==> src/design/mbr_bank.sv <==
// one byte-wide bank of the buffer: one write port, one registered read port
// uses mbr_pkg nowhere; instantiated by msb_first_bit_reader
module mbr_bank #(
  parameter int DEPTH = 128,
  parameter int RW    = 7
) (
  input  logic          clk,
  input  logic          wr_en,
  input  logic [RW-1:0] wr_row,
  input  logic [7:0]    wr_data,
  input  logic          rd_en,
  input  logic [RW-1:0] rd_row,
  output logic [7:0]    rd_data
);

  logic [7:0] mem [DEPTH];
  logic [7:0] rd_data_r;

  always_ff @(posedge clk) begin
    if (wr_en) begin
      mem[wr_row] <= wr_data;
    end
  end

  always_ff @(posedge clk) begin
    if (rd_en) begin
      rd_data_r <= mem[rd_row];
    end
  end

  assign rd_data = rd_data_r;

endmodule

==> config.mk <==
export PLATFORM = sky130hd
export DESIGN_NAME = mbr_bank
export DESIGN_NICKNAME = d
export VERILOG_FILES = /design/src/design/mbr_bank.sv
export SDC_FILE = /design/constraint.sdc
export NUM_CORES = 1
export LEC_CHECK = 0
export BUFFER_PORTS_ARGS = -buffer_cell sky130_fd_sc_hd__buf_4
export CAP_MARGIN = 10
export CORE_MARGIN = 8
export CORE_UTILIZATION = 50
export CTS_BUF_LIST = sky130_fd_sc_hd__clkbuf_4
export CTS_CLUSTER_SIZE = 8
export DETAILED_ROUTE_END_ITERATION = 8
export PLACE_DENSITY = 0.75
export SYNTH_ARGS = -nofsm -noshare
export SYNTH_HDL_FRONTEND = slang
export SYNTH_SLANG_ARGS = --single-unit
export TNS_END_PERCENT = 30
==> constraint.sdc <==
create_clock -name clk -period 5.23 [get_ports clk]
set_input_delay 0.2615 -clock clk [delete_from_list [all_inputs] [get_ports clk]]
set_output_delay 0.2615 -clock clk [all_outputs]
set_load 0.05 [all_outputs]
==> impl_metrics.py <==
metrics = {
    "timing": {
        "tns_ns": 0,
        "report.final.hold_viol_count": 0,
        "finalWorstPathRequiredPeriod_ns": 3.10,
        "maxSlewViolCount": 0,
        "final-setup-viol-count": 0,
        "slew_at_the_pin_with_the_worst_max_slew_slack_ns": 1.27,
        "timing.max_slew.rel_slack_pct": 15.3,
        "max_clock_freq_ghz": 0.323,
        "worst_clock_skew_ns": 0.0612,
        "grt_setup_unrepaired": "false",
        "layout_worst_path_cycle_share_pct": 59.2,
    },
    "run_status": {
        "outcome": "complete, no violations",
    },
    "place": {
        "placedInstanceArea_um2": 41300,
        "number_of_buffer_cells_added_on_primary_ports": 32,
        "gp_routability_congestion": 0.804,
        "dp_hpwl_mm": 51.4,
    },
    "cells_and_area": {
        "post_route_cells_drive_above_1_share_pct": 37.6,
        "area.growth.synth_to_final_pct": 11.9,
        "post-route-cell-area_um2": 44500,
        "finalNetCount": 1906,
    },
    "route": {
        "via_count": 18700,
        "wl_per_cell_um": 28.0,
        "drt_iter0_markers": 2127,
        "antenna_violating_nets_post_route": 0,
        "router_iterations_before_antenna_repair": 6,
        "drt_drc_violations_left": 0,
        "wl_mm": 87.0,
        "vias_per_cell": 6.02,
    },
    "worst_setup_path": {
        "path_delay_family": "multiplexers",
        "critical_path.cell_chain": "mux4_2 -> mux4_2 -> mux4_2 -> mux2_2 -> dlygate4sd3_1",
        "timing.critical_path.buf_inv": 1,
        "endpoint_kind": "flop",
        "required_ns": 6.03,
        "critical_path_peak_fanout": 1,
        "r2r-start": "mem[29][1]",
        "timing.critical_path.arrival_ns": 3.90,
        "critPathLaunchType": "flop",
        "critical_path_s_largest_stage_delay_ns": 0.57,
        "worstSetupPathType": "reg -> reg",
        "crit_path_frequent_cell": "sky130_fd_sc_hd__mux4_2",
        "worst_path_max_delay_cell": "sky130_fd_sc_hd__mux4_2",
        "setup.worst_path.start": "mem[29][1]",
    },
    "clocking": {
        "tritoncts_num_sinks": 1032,
        "cts.hold.buffers_added": 28,
        "tritoncts": "done",
        "cts.repair_timing.setup_buffer_count": 0,
        "root_buffer": "sky130_fd_sc_hd__clkbuf_4",
        "htree_levels": 4,
        "cts.reportedPaths.clkPinSlew_ns": 0.08,
        "cts.path.max_buffers": 3,
        "cts_resized": 0,
        "clock_latency_ns": 1.05,
        "cts-buffers-inserted": 236,
    },
    "grt": {
        "groute.layer.met2.usage_pct": 31.2,
        "use_met1_pct": 26.7,
        "top_usage_layer": "met2",
        "use_met3_pct": 5.05,
        "grt_antenna_before_repair": 4,
        "track_usage_pct": 19.7,
        "vias_in_the_first_global_route": 19600,
        "global_route.overflow_total": 0,
        "grt_pass1_wl_mm": 129,
        "grt_max_degree": 125,
    },
    "floorplanning": {
        "vertical_die_dimension_um": 298,
        "core_region_area_um2": 78900,
        "chipWidth_um": 298,
        "initial_utilization_pct": 50.4,
        "die_area_um2": 88800,
        "fp-row-count": 103,
        "io_pins": 33,
    },
    "synth": {
        "yosys.area.top_type": "sky130_fd_sc_hd__edfxtp_1",
        "synth.yosys.warnings": 0,
        "syn-cell-area_um2": 39700,
        "synth_area_per_cell_um2": 24.3,
        "synthesis.instances": 1635,
        "ys_ff_latch": 1032,
        "synth_cell_types": 16,
        "synthesis.nets": 1660,
        "part_of_the_yosys_area_used_for_sequential_elements_pct": 78.0,
        "synth_area_leaders": "sky130_fd_sc_hd__edfxtp_1 (78%), sky130_fd_sc_hd__mux4_2 (19%), sky130_fd_sc_hd__nor2_1 (1.2%)",
        "synthDominantCellAreaShare_pct": 78.0,
    },
    "min_path": {
        "min_path_type": "in -> reg",
        "hold_start": "wr_row[4]",
    },
    "pwr": {
        "p_per_cell_area_nw_per_um2": 362,
        "power.leakage_nw": 13.8,
        "ir_drop_v": 0.000252,
    },
    "run": {
        "number_of_violations_of_the_max_capacitance_limit": 0,
    },
}
[path summary, 6_finish.rpt]
kind | depth (start not counted) | slack, ns | endpoint
worst max-delay path | 5 | 2.13 | rd_data[1]
worst min-delay path | 3 | 0.16 | mem[27][1]
worst max register to register | 5 | 2.13 | rd_data[1]
worst min register to register | 4 | 1.24 | rd_data[6]
[layout by cell type (no fill, tap or decap)]
cell type                       Yosys  final
sky130_fd_sc_hd__nor3_2             0      3
sky130_fd_sc_hd__clkbuf_4           0    336
sky130_fd_sc_hd__nor2_1           122    122
sky130_fd_sc_hd__dlygate4sd3_1      0     28
sky130_fd_sc_hd__bufinv_16          0      2
sky130_fd_sc_hd__nand2b_1           2      2
sky130_fd_sc_hd__buf_16             0      1
sky130_fd_sc_hd__nand4_1            3      3
sky130_fd_sc_hd__clkinv_2           0      5
sky130_fd_sc_hd__clkinv_4           0      1
sky130_fd_sc_hd__or3_1              1      1
sky130_fd_sc_hd__mux4_2           336    336
sky130_fd_sc_hd__diode_2            0      8
sky130_fd_sc_hd__clkinvlp_4         0      4
sky130_fd_sc_hd__nand2_1           14     14
sky130_fd_sc_hd__nand3_1           12     12
sky130_fd_sc_hd__edfxtp_1        1032   1032
sky130_fd_sc_hd__nor2b_1            7      7
sky130_fd_sc_hd__buf_8              0      2
sky130_fd_sc_hd__buf_4             11     60
sky130_fd_sc_hd__inv_2              0      4
sky130_fd_sc_hd__inv_6              0      3
sky130_fd_sc_hd__mux2_2             8      8
sky130_fd_sc_hd__clkinv_1           0     55
sky130_fd_sc_hd__nor3_1             9      6
sky130_fd_sc_hd__buf_12             0      6
[report_power, final]
part	total, mW	internal [mW]	switching, mW
Sequential	9.16	9.14	0.0167
Combinational	0.864	0.358	0.506
Clock	6.08	3.05	3.03
Total	16.1	12.5	3.55
[metal layers]
metal  share of wire, %  vias up
li1                   -     7710
met1                 39     9809
met2                 49     1059
met3                9.4      154
met4                2.4        2
met5             0.0092        -
[state kept, by name, summed over array words and instances, names as in the netlist]
| register | cells |
|---|---|
| mem | 1024 |
| rd_data | 8 |
[synth_stat cells]
master,instances
sky130_fd_sc_hd__buf_4,11
sky130_fd_sc_hd__nand2b_1,2
sky130_fd_sc_hd__clkbuf_1,44
sky130_fd_sc_hd__buf_6,1
sky130_fd_sc_hd__nor2_1,122
sky130_fd_sc_hd__buf_2,15
sky130_fd_sc_hd__mux4_2,336
sky130_fd_sc_hd__nand4_1,3
sky130_fd_sc_hd__nor3_1,9
sky130_fd_sc_hd__nor2b_1,7
sky130_fd_sc_hd__mux2_2,8
sky130_fd_sc_hd__edfxtp_1,1032
sky130_fd_sc_hd__nand2_1,14
sky130_fd_sc_hd__nand3_1,12
sky130_fd_sc_hd__or3_1,1
sky130_fd_sc_hd__buf_1,18
[cell families (layout without fill, tap and decap cells)]
logic type    Yosys count  after routing  synth area share [%]
simple gates          170            170                  1.75
other cells             0              8                     0
mux                   344            344                  19.3
flops                1032           1032                  78.0
buf+inv                89            507                  1.01
[through the flow]
step	power [mW]	worst slack [ns]	cells	hold WS [ns]	util (%)
2_1_floorplan	9.81	2.33	1635	0.360	-
3_3_place_gp	10.2	1.66	2664	0.483	52.3
3_5_place_dp	10.2	1.65	2664	0.492	52.3
4_1_cts	16.2	2.16	3102	0.0208	56.4
5_1_grt	16.7	2.08	3109	0.101	56.4
6_report	16.1	2.13	3111	0.160	56.4
[final cells by class]
class / count / area (um2)
diodes: 8 / 20.0
clock buffers: 336 / 2520
clock inverters: 74 / 372
fillers: 5648 / 34400
multi-input cells: 514 / 8370
flip-flops and latches: 1032 / 31000
well taps: 1050 / 1310
repair buffers: 97 / 908
[worst register-to-register path, delay by kind of cell (launching register included)]
family / cells / cell delay [ns]
buffers and inverters: 1 / 0.55
flip-flops: 1 / 0.43
multiplexers: 4 / 1.85
Note: power is estimated with default switching activity, not from simulation.
