[src/design/mbr_pkg.sv]
// shared types and constants for the msb-first bit reader
// no dependencies; imported by mbr_align and msb_first_bit_reader
package mbr_pkg;

  // item kinds carried on in_tuser
  typedef enum logic [1:0] {
    OP_LOAD   = 2'd0,
    OP_PEEK   = 2'd1,
    OP_FETCH  = 2'd2,
    OP_SETPOS = 2'd3
  } mbr_op_t;

  localparam int NUM_BANKS = 8;   // one bank per byte lane of an eight-byte row
  localparam int BANK_W    = 3;   // bank select bits
  localparam int WIN_BYTES = 5;   // 32 bits from any bit offset span five bytes
  localparam int WIN_W     = WIN_BYTES * 8;
  localparam int MAX_BITS  = 32;
  localparam int COUNT_W   = 6;
  localparam int ADDR_W    = 10;
  localparam int POS_W     = 14;
  localparam int BITS_W    = 32;

  // read window handed from the request stage to the aligner
  typedef struct packed {
    logic [2:0]           bit_off;   // bit offset inside the first byte
    logic [BANK_W-1:0]    bank_lo;   // bank holding the first byte
    logic [COUNT_W-1:0]   count;     // bits to return, zero for set position
    logic [WIN_BYTES-1:0] byte_ok;   // byte lies inside the buffer
  } mbr_win_t;

endpackage

[src/design/mbr_align.sv]
// picks the five window bytes out of the banks and aligns the requested bits
// depends on mbr_pkg
module mbr_align (
  input  logic [mbr_pkg::NUM_BANKS-1:0][7:0] bank_data,
  input  mbr_pkg::mbr_win_t                  win,
  output logic [mbr_pkg::BITS_W-1:0]         bits
);
  import mbr_pkg::*;

  logic [WIN_W-1:0]  window;
  logic [WIN_W-1:0]  shifted;
  logic [BITS_W-1:0] top;
  logic [BANK_W-1:0] sel;

  always_comb begin
    window = '0;
    sel    = '0;
    // first byte lands in the top bits of the window
    for (int j = 0; j < WIN_BYTES; j++) begin
      sel = win.bank_lo + BANK_W'(j);
      window[WIN_W-1-8*j -: 8] = bank_data[sel] & {8{win.byte_ok[j]}};
    end
    shifted = window << win.bit_off;
    top     = shifted[WIN_W-1 -: BITS_W];
    if (win.count == '0) begin
      bits = '0;
    end else begin
      bits = top >> (COUNT_W'(MAX_BITS) - win.count);
    end
  end

endmodule

[config.mk]
export PLATFORM = sky130hd
export DESIGN_NAME = mbr_align
export DESIGN_NICKNAME = d
export VERILOG_FILES = /design/src/design/mbr_pkg.sv /design/src/design/mbr_align.sv
export SDC_FILE = /design/constraint.sdc
export NUM_CORES = 1
export LEC_CHECK = 0
export ABC_CLOCK_PERIOD_IN_PS = 12900
export BUFFER_PORTS_ARGS = -buffer_cell sky130_fd_sc_hd__buf_4
export CAP_MARGIN = 10
export CORE_MARGIN = 1
export CORE_UTILIZATION = 54
export DETAILED_ROUTE_END_ITERATION = 7
export PLACE_DENSITY = 0.77
export SYNTH_ARGS = -nofsm -noshare
export SYNTH_HDL_FRONTEND = slang
export SYNTH_SLANG_ARGS = --single-unit
[constraint.sdc]
create_clock -name vclk -period 12.9
set_input_delay 2.58 -clock vclk [all_inputs]
set_output_delay 2.58 -clock vclk [all_outputs]
set_load 0.005 [all_outputs]
==> reports/qor_table.md, run 1 <==
| Result | Value | Unit |
| --- | --- | --- |
| Type of origin of the critical path | primary input | - |
| Post-layout power | 431 | uW |
| Sum Neg Setup Slack | 0 | ns |
| FMAX | 0.100 | GHz |
| Crit path kind | in2out | - |
| Fillers | 1,199 | - |
| Cell row count | 40 | - |
| Antenna Nets Post-Route | 0 | - |
| GP Congestion | 1.01 | - |
| Area inside the core boundary | 12,100 | sq um |
| First-pass GRT wire length | 43,100 | microns |
| Number of diodes | 0 | - |
| Total number of vias | 8,604 | - |
| Pin count of the biggest net entering global routing | 61 | - |
| Total global routing overflow | 0 | - |
| Most repeated cell in the gate-level netlist after synthesis | sky130_fd_sc_hd__nor2_1 | - |
| Length of the first detailed-routing pass in iterations | 6 | - |
| Half-perimeter wire length after detailed placement | 22,000 | microns |
| Share of the cycle needed by the critical path after routing | 77.5 | % |
| Relative slew margins | 39.7 | % |
| Residual DRC count | 0 | - |
| Leakage power figure | 0.00292 | uW |
| Die extent in y | 114 | microns |
| Clock buffer cells | 0 | - |
| CP Max Fanout | 33 | - |
| Final critical-path required period | 10.0 | ns |
| Net count after synthesis | 1,050 | - |
| Pins over their slew limit | 0 | - |
| Area overhead of the layout relative to synthesis | 10.3 | % |
| Reported max-cap violation count | 0 | - |
| Port-buffer cells | 113 | - |
| Fraction of layout instances using a drive strength above 1 | 21.0 | % |
| Area used by sequential logic in the layout | 0 | sq um |
| PD cells | 58.2 | nW/um^2 |
| Measured slew at the worst slew-check pin | 0.904 | ns |
| Commonest cells post-synth | sky130_fd_sc_hd__nor2_1 (105), sky130_fd_sc_hd__nand2_1 (99), sky130_fd_sc_hd__mux2i_1 (96) | - |
| Nets | 1,094 | - |
| Maximum vdd ir drop | 0.0335 | mV |
| Cts hold-fix bufs | 0 | - |
| Synthesized area divided by synthesized cell count | 6.96 | sq um |
| Effective utilization at floorplan | 55.7 | % |
| Sequential share of the synthesized area | 0 | % |
| Total of cells resized after clock tree synthesis | 0 | - |
| Yosys warning count | 0 | - |
| Arrival time worst endpoint | 7.42 | ns |
| Vias per cell | 7.32 | - |
| Detailed Route Iter0 Violations | 1,026 | - |
| Wirelength, routed | 28,000 | microns |
| I/O pin total | 113 | - |
| Worst path slowest cell | sky130_fd_sc_hd__ha_1 | - |
| Number of post-CTS setup repair buffers | 0 | - |
| Initial antenna violation count | 0 | - |
| Outcome | complete, no violations | - |
| Cell variety after synth | 99 | - |
| Hold Fails Final Rpt | 0 | - |
| Cell area after synthesis | 6720 | sq um |
| Detailed-route wire length per cell | 23.8 | microns |
| Synth top area share | 14.3 | % |
| Die Area | 12,900 | sq um |
| Critical path cell sequence | buf_4 > inv_2 > ha_1 > inv_1 > a2111o_1 > nand4_1 > o22ai_1 > a221oi_1 > mux2i_1 > a221oi_1 > a22oi_1 > a22oi_1 > o32ai_1 > buf_4 | - |
| FF+latch count | 0 | - |
| Tot GR Track Use | 42.2 | % |
| Data required, critical path | 10.32 | ns |
| Type of the worst min-delay path | in2out | - |
| Leading area contributor after synthesis | sky130_fd_sc_hd__mux2i_1 | - |
| Setup violation total in the final timing report | 0 | - |
| Multi-input logic area | 6250 | sq um |
| Biggest cell delay along the critical path | 0.94 | ns |
| Leading cell types by total area after synthesis | sky130_fd_sc_hd__mux2i_1 (14%), sky130_fd_sc_hd__mux4_2 (6.4%), sky130_fd_sc_hd__nor2_1 (5.9%) | - |
| Worst setup EP type | primary output | - |
| Setup repair after global routing missed its margin | no | - |
| Gate Count Post-Synth | 966 | - |
| Chip Width | 114 | microns |
| Number of global-route vias before repair | 7,711 | - |
cell type report:
class,count,area share [%]
timing repair buffer,122,12.4
multi-input combinational,876,84.3
inverter,10,0.506
tap,168,2.84
cells by family after synthesis:
kind of cell,count (synthesis),synth area share [%]
xor+xnor,10,2.09
compound gates,296,33.6
fa+ha+maj,3,0.559
mux,141,25.6
simple gates,426,30.9
buf+inv,90,7.22
through the flow:
stage          hold slack, ns  util (%)  cell area (sq um)  setup slack, ns  instances
3_5_place_dp             5.73      61.5               7410             3.01       1176
6_report                 5.73      61.5               7410             2.90       1176
4_1_cts                  5.73      61.5               7410             3.00       1176
2_1_floorplan            5.41         -               6720             4.33        966
5_1_grt                  5.75      61.5               7410             2.53       1176
3_3_place_gp             5.73      61.5               7410             3.15       1176
path summary, 6_finish.rpt:
check	cells after the start	start	end	slack [ns]
hold / removal	4	win[10]	bits[1]	5.73
setup / recovery	14	win[11]	bits[1]	2.90
per-layer routing:
metal  share of wire (%)  wire (microns)  track usage, %  up-vias
met3                 8.5            2390            4.73      123
met5                   0               0               0        -
met2                  46           12800            70.4      574
met4                 7.0            1970            26.1        0
li1                    -               -               -     3913
met1                  39           10800            52.1     3994
layout by cell type, fill, tap and decap left out, types with 6 or more instances in the layout:
cell / count
sky130_fd_sc_hd__a32oi_1: 7
sky130_fd_sc_hd__a21oi_1: 41
sky130_fd_sc_hd__mux2_4: 11
sky130_fd_sc_hd__nand2_1: 99
sky130_fd_sc_hd__nor4_1: 8
sky130_fd_sc_hd__o21ai_0: 29
sky130_fd_sc_hd__nand3_1: 74
sky130_fd_sc_hd__mux2i_1: 96
sky130_fd_sc_hd__a211oi_1: 14
sky130_fd_sc_hd__a211o_1: 6
sky130_fd_sc_hd__nor3_1: 45
sky130_fd_sc_hd__o21ai_1: 7
sky130_fd_sc_hd__a31oi_1: 8
sky130_fd_sc_hd__nand2b_1: 11
sky130_fd_sc_hd__o221ai_1: 14
sky130_fd_sc_hd__nor2_1: 105
sky130_fd_sc_hd__nand4_1: 14
sky130_fd_sc_hd__nor2b_1: 13
sky130_fd_sc_hd__or3_1: 10
sky130_fd_sc_hd__o21a_1: 6
sky130_fd_sc_hd__buf_4: 122
sky130_fd_sc_hd__and2_1: 11
sky130_fd_sc_hd__mux2_2: 13
sky130_fd_sc_hd__a221oi_1: 8
sky130_fd_sc_hd__a22oi_1: 28
sky130_fd_sc_hd__nor3_2: 6
sky130_fd_sc_hd__o32ai_1: 12
sky130_fd_sc_hd__inv_1: 9
sky130_fd_sc_hd__o211ai_1: 12
sky130_fd_sc_hd__mux4_2: 19
sky130_fd_sc_hd__o31ai_1: 8
sky130_fd_sc_hd__o22ai_1: 27
worst max-delay path, delay by kind of cell:
family          cells  cell delay [ns]
compound gates      7             2.08
fa+ha+maj           1             0.94
simple gates        1             0.31
buf+inv             4             1.32
mux                 1             0.17
where the power goes:
group	internal, uW	switching, uW
Sequential	0	0
Clock	0	0
Combinational	158	273
(Power assumes the default switching activity.)
==> run 2, diff against run 1 <==
- ABC_CLOCK_PERIOD_IN_PS: 12900 -> 9600
- clock period: 12.9 -> 9.6 ns (I/O delays scaled with it)
==> reports/qor_table.md, run 2 (synthesized netlist as in run 1, its figures left out) <==
| Result | Value | Unit | Delta |
| --- | --- | --- | --- |
| Outcome | complete, no violations | - |  |
| Half-perimeter wire length after detailed placement | 22,100 | microns | +0.40% |
| Die extent in y | 114 | microns | unchanged |
| Pin count of the biggest net entering global routing | 61 | - | unchanged |
| Setup repair after global routing missed its margin | no | - |  |
| Switching Share | 63.3 | % | about the same |
| Vias per cell | 7.34 | - | +0.28% |
| Most frequent cells in the layout | sky130_fd_sc_hd__buf_4 (123), sky130_fd_sc_hd__nor2_1 (105), sky130_fd_sc_hd__nand2_1 (99), sky130_fd_sc_hd__mux2i_1 (96), sky130_fd_sc_hd__nand3_1 (74) | - |  |
| Cell seen most often among critical-path stages | sky130_fd_sc_hd__buf_4 | - |  |
| I/O pin total | 113 | - | unchanged |
| Worst setup EP type | primary output | - |  |
| Fillers | 1,174 | - | -2.1% |
| Clock buffer cells | 0 | - | unchanged |
| FF+latch count | 0 | - | unchanged |
| First-pass GRT wire length | 43,300 | microns | +0.46% |
| Worst Path Buf+Inv | 5 | - | +1 |
| Internal power | 213 | uW | +34% |
| Die Area | 12,900 | sq um | unchanged |
| Design area | 7420 | sq um | +0.10% |
| Type of origin of the critical path | primary input | - |  |
| Cell Count, Final, Fillers Out | 1,177 | - | +0.085% |
| Wirelength, routed | 27,800 | microns | -0.76% |
| Residual DRC count | 0 | - | unchanged |
| Critical path cell sequence | buf_4 > inv_2 > ha_1 > buf_4 > inv_1 > a2111o_1 > nand4_1 > o22ai_1 > a221oi_1 > mux2i_1 > a221oi_1 > a22oi_1 > a22oi_1 > o32ai_1 > buf_4 | - |  |
| Number of global-route vias before repair | 7,778 | - | +0.87% |
| FMAX | 0.121 | GHz |  |
| Setup violation total in the final timing report | 0 | - | unchanged |
| Arrival time worst endpoint | 6.38 | ns | -1.04 ns |
| Length of the first detailed-routing pass in iterations | 6 | - | unchanged |
| GP Congestion | 1.05 | - | +3.6% |
| Type of the worst min-delay path | in2out | - |  |
| Final critical-path required period | 8.30 | ns |  |
| Relative slew margins | 26.0 | % | -14 points |
| Share of the cycle needed by the critical path after routing | 86.4 | % |  |
| Crit path kind | in2out | - |  |
| Top Layer Used | met4 | - |  |
| CP Max Fanout | 45 | - | +36% |
| Number of post-CTS setup repair buffers | 0 | - | unchanged |
| Total global routing overflow | 0 | - | unchanged |
| Sum Neg Setup Slack | 0 | ns | unchanged |
| Port-buffer cells | 113 | - | unchanged |
| Depth of the worst hold-timing path | 4 | - | unchanged |
| Tot GR Track Use | 42.1 | % | -0.12 points |
| Detailed Route Iter0 Violations | 1,092 | - | +6.4% |
| Commonest non-fill, non-tap cell in the layout | sky130_fd_sc_hd__buf_4 | - |  |
| Met1 layer wirelength in the final routing | 10,600 | microns | -1.5% |
| Core utilization of the finished layout | 61.5 | % | +0.062 points |
| Pins over their slew limit | 0 | - | unchanged |
| Wire length on met2 | 12,900 | microns | +0.53% |
| Switching power | 366 | uW | +34% |
| Area overhead of the layout relative to synthesis | 10.4 | % |  |
| Number of stages on the worst setup path | 15 | - | +1 |
| Met3 WL post-DR | 2440 | microns | +2.0% |
| Initial antenna violation count | 0 | - | unchanged |
| PD cells | 78.0 | nW/um^2 | +34% |
| Maximum vdd ir drop | 0.0610 | mV | +82% |
| Area inside the core boundary | 12,100 | sq um | unchanged |
| Fraction of layout instances using a drive strength above 1 | 21.1 | % | +0.078 points |
| Biggest cell delay along the critical path | 0.66 | ns | -0.28 ns |
| Worst path slowest cell | sky130_fd_sc_hd__a221oi_1 | - |  |
| Total number of vias | 8,635 | - | +0.36% |
| Delay-heaviest family, CP | compound AO/OA/AOI/OAI gates | - |  |
| Area used by sequential logic in the layout | 0 | sq um | unchanged |
| Worst hold margin | 4.43 | ns | -1.30 ns |
| Leakage power figure | 0.00292 | uW | +0.18% |
| Measured slew at the worst slew-check pin | 1.11 | ns | +0.205 ns |
| Antenna Nets Post-Route | 0 | - | unchanged |
| Part of the total power dissipated in combinational logic | 100.0 | % | about the same |
| Chip Width | 114 | microns | unchanged |
| Total cell area at the placement stage | 7420 | sq um | +0.10% |
| Relative contribution of the clock network to total power | 0 | % | unchanged |
| DP Cell Count | 1,177 | - | +0.085% |
| Total of cells resized after clock tree synthesis | 0 | - | unchanged |
| Detailed-route wire length per cell | 23.6 | microns | -0.85% |
| Reported max-cap violation count | 0 | - | unchanged |
| Nets | 1,095 | - | +0.091% |
| Cell row count | 40 | - | unchanged |
| Reg power frac | 0 | % | unchanged |
| Number of diodes | 0 | - | unchanged |
| Cts hold-fix bufs | 0 | - | unchanged |
| Hold Fails Final Rpt | 0 | - | unchanged |
| Data required, critical path | 7.68 | ns | -2.64 ns |
| Effective utilization at floorplan | 55.7 | % | unchanged |
==> run 2: cell count changes in the layout (fill, tap and decap cells not counted) <==
cell,previous run,this run
sky130_fd_sc_hd__buf_4,122,123
==> run 2: routing by layer <==
metal  GRT usage [%]  up-vias
met5               0        -
met4            25.0        0
met3            5.37      131
met2            70.7      631
met1            51.6     3967
li1                -     3906
==> run 2: power groups by stage <==
stage | combinational, uW | clock, uW | sequential, uW
floorplan | 387 | 0 | 0
CTS | 559 | 0 | 0
global placement | 556 | 0 | 0
finish | 579 | 0 | 0
detailed placement | 557 | 0 | 0
global route | 614 | 0 | 0
==> run 2: final timing paths <==
| kind | slack, ns | endpoint | from |
|---|---|---|---|
| hold / removal | 4.43 | bits[1] | win[10] |
| setup / recovery | 1.30 | bits[1] | win[11] |
==> run 2: metrics by stage <==
| step | worst slack [ns] | total power, uW |
|---|---|---|
| 6_report | 1.30 | 579 |
| 5_1_grt | 0.980 | 614 |
| 4_1_cts | 1.44 | 559 |
| 3_5_place_dp | 1.42 | 557 |
| 3_3_place_gp | 1.50 | 556 |
| 2_1_floorplan | 2.35 | 387 |
==> run 2: final cells by class <==
cell class         instances  area (sq um)  area share (%)
well taps                168           210            2.83
inverters                 10          37.5           0.506
multi-input cells        876          6250            84.2
repair buffers           123           923            12.4
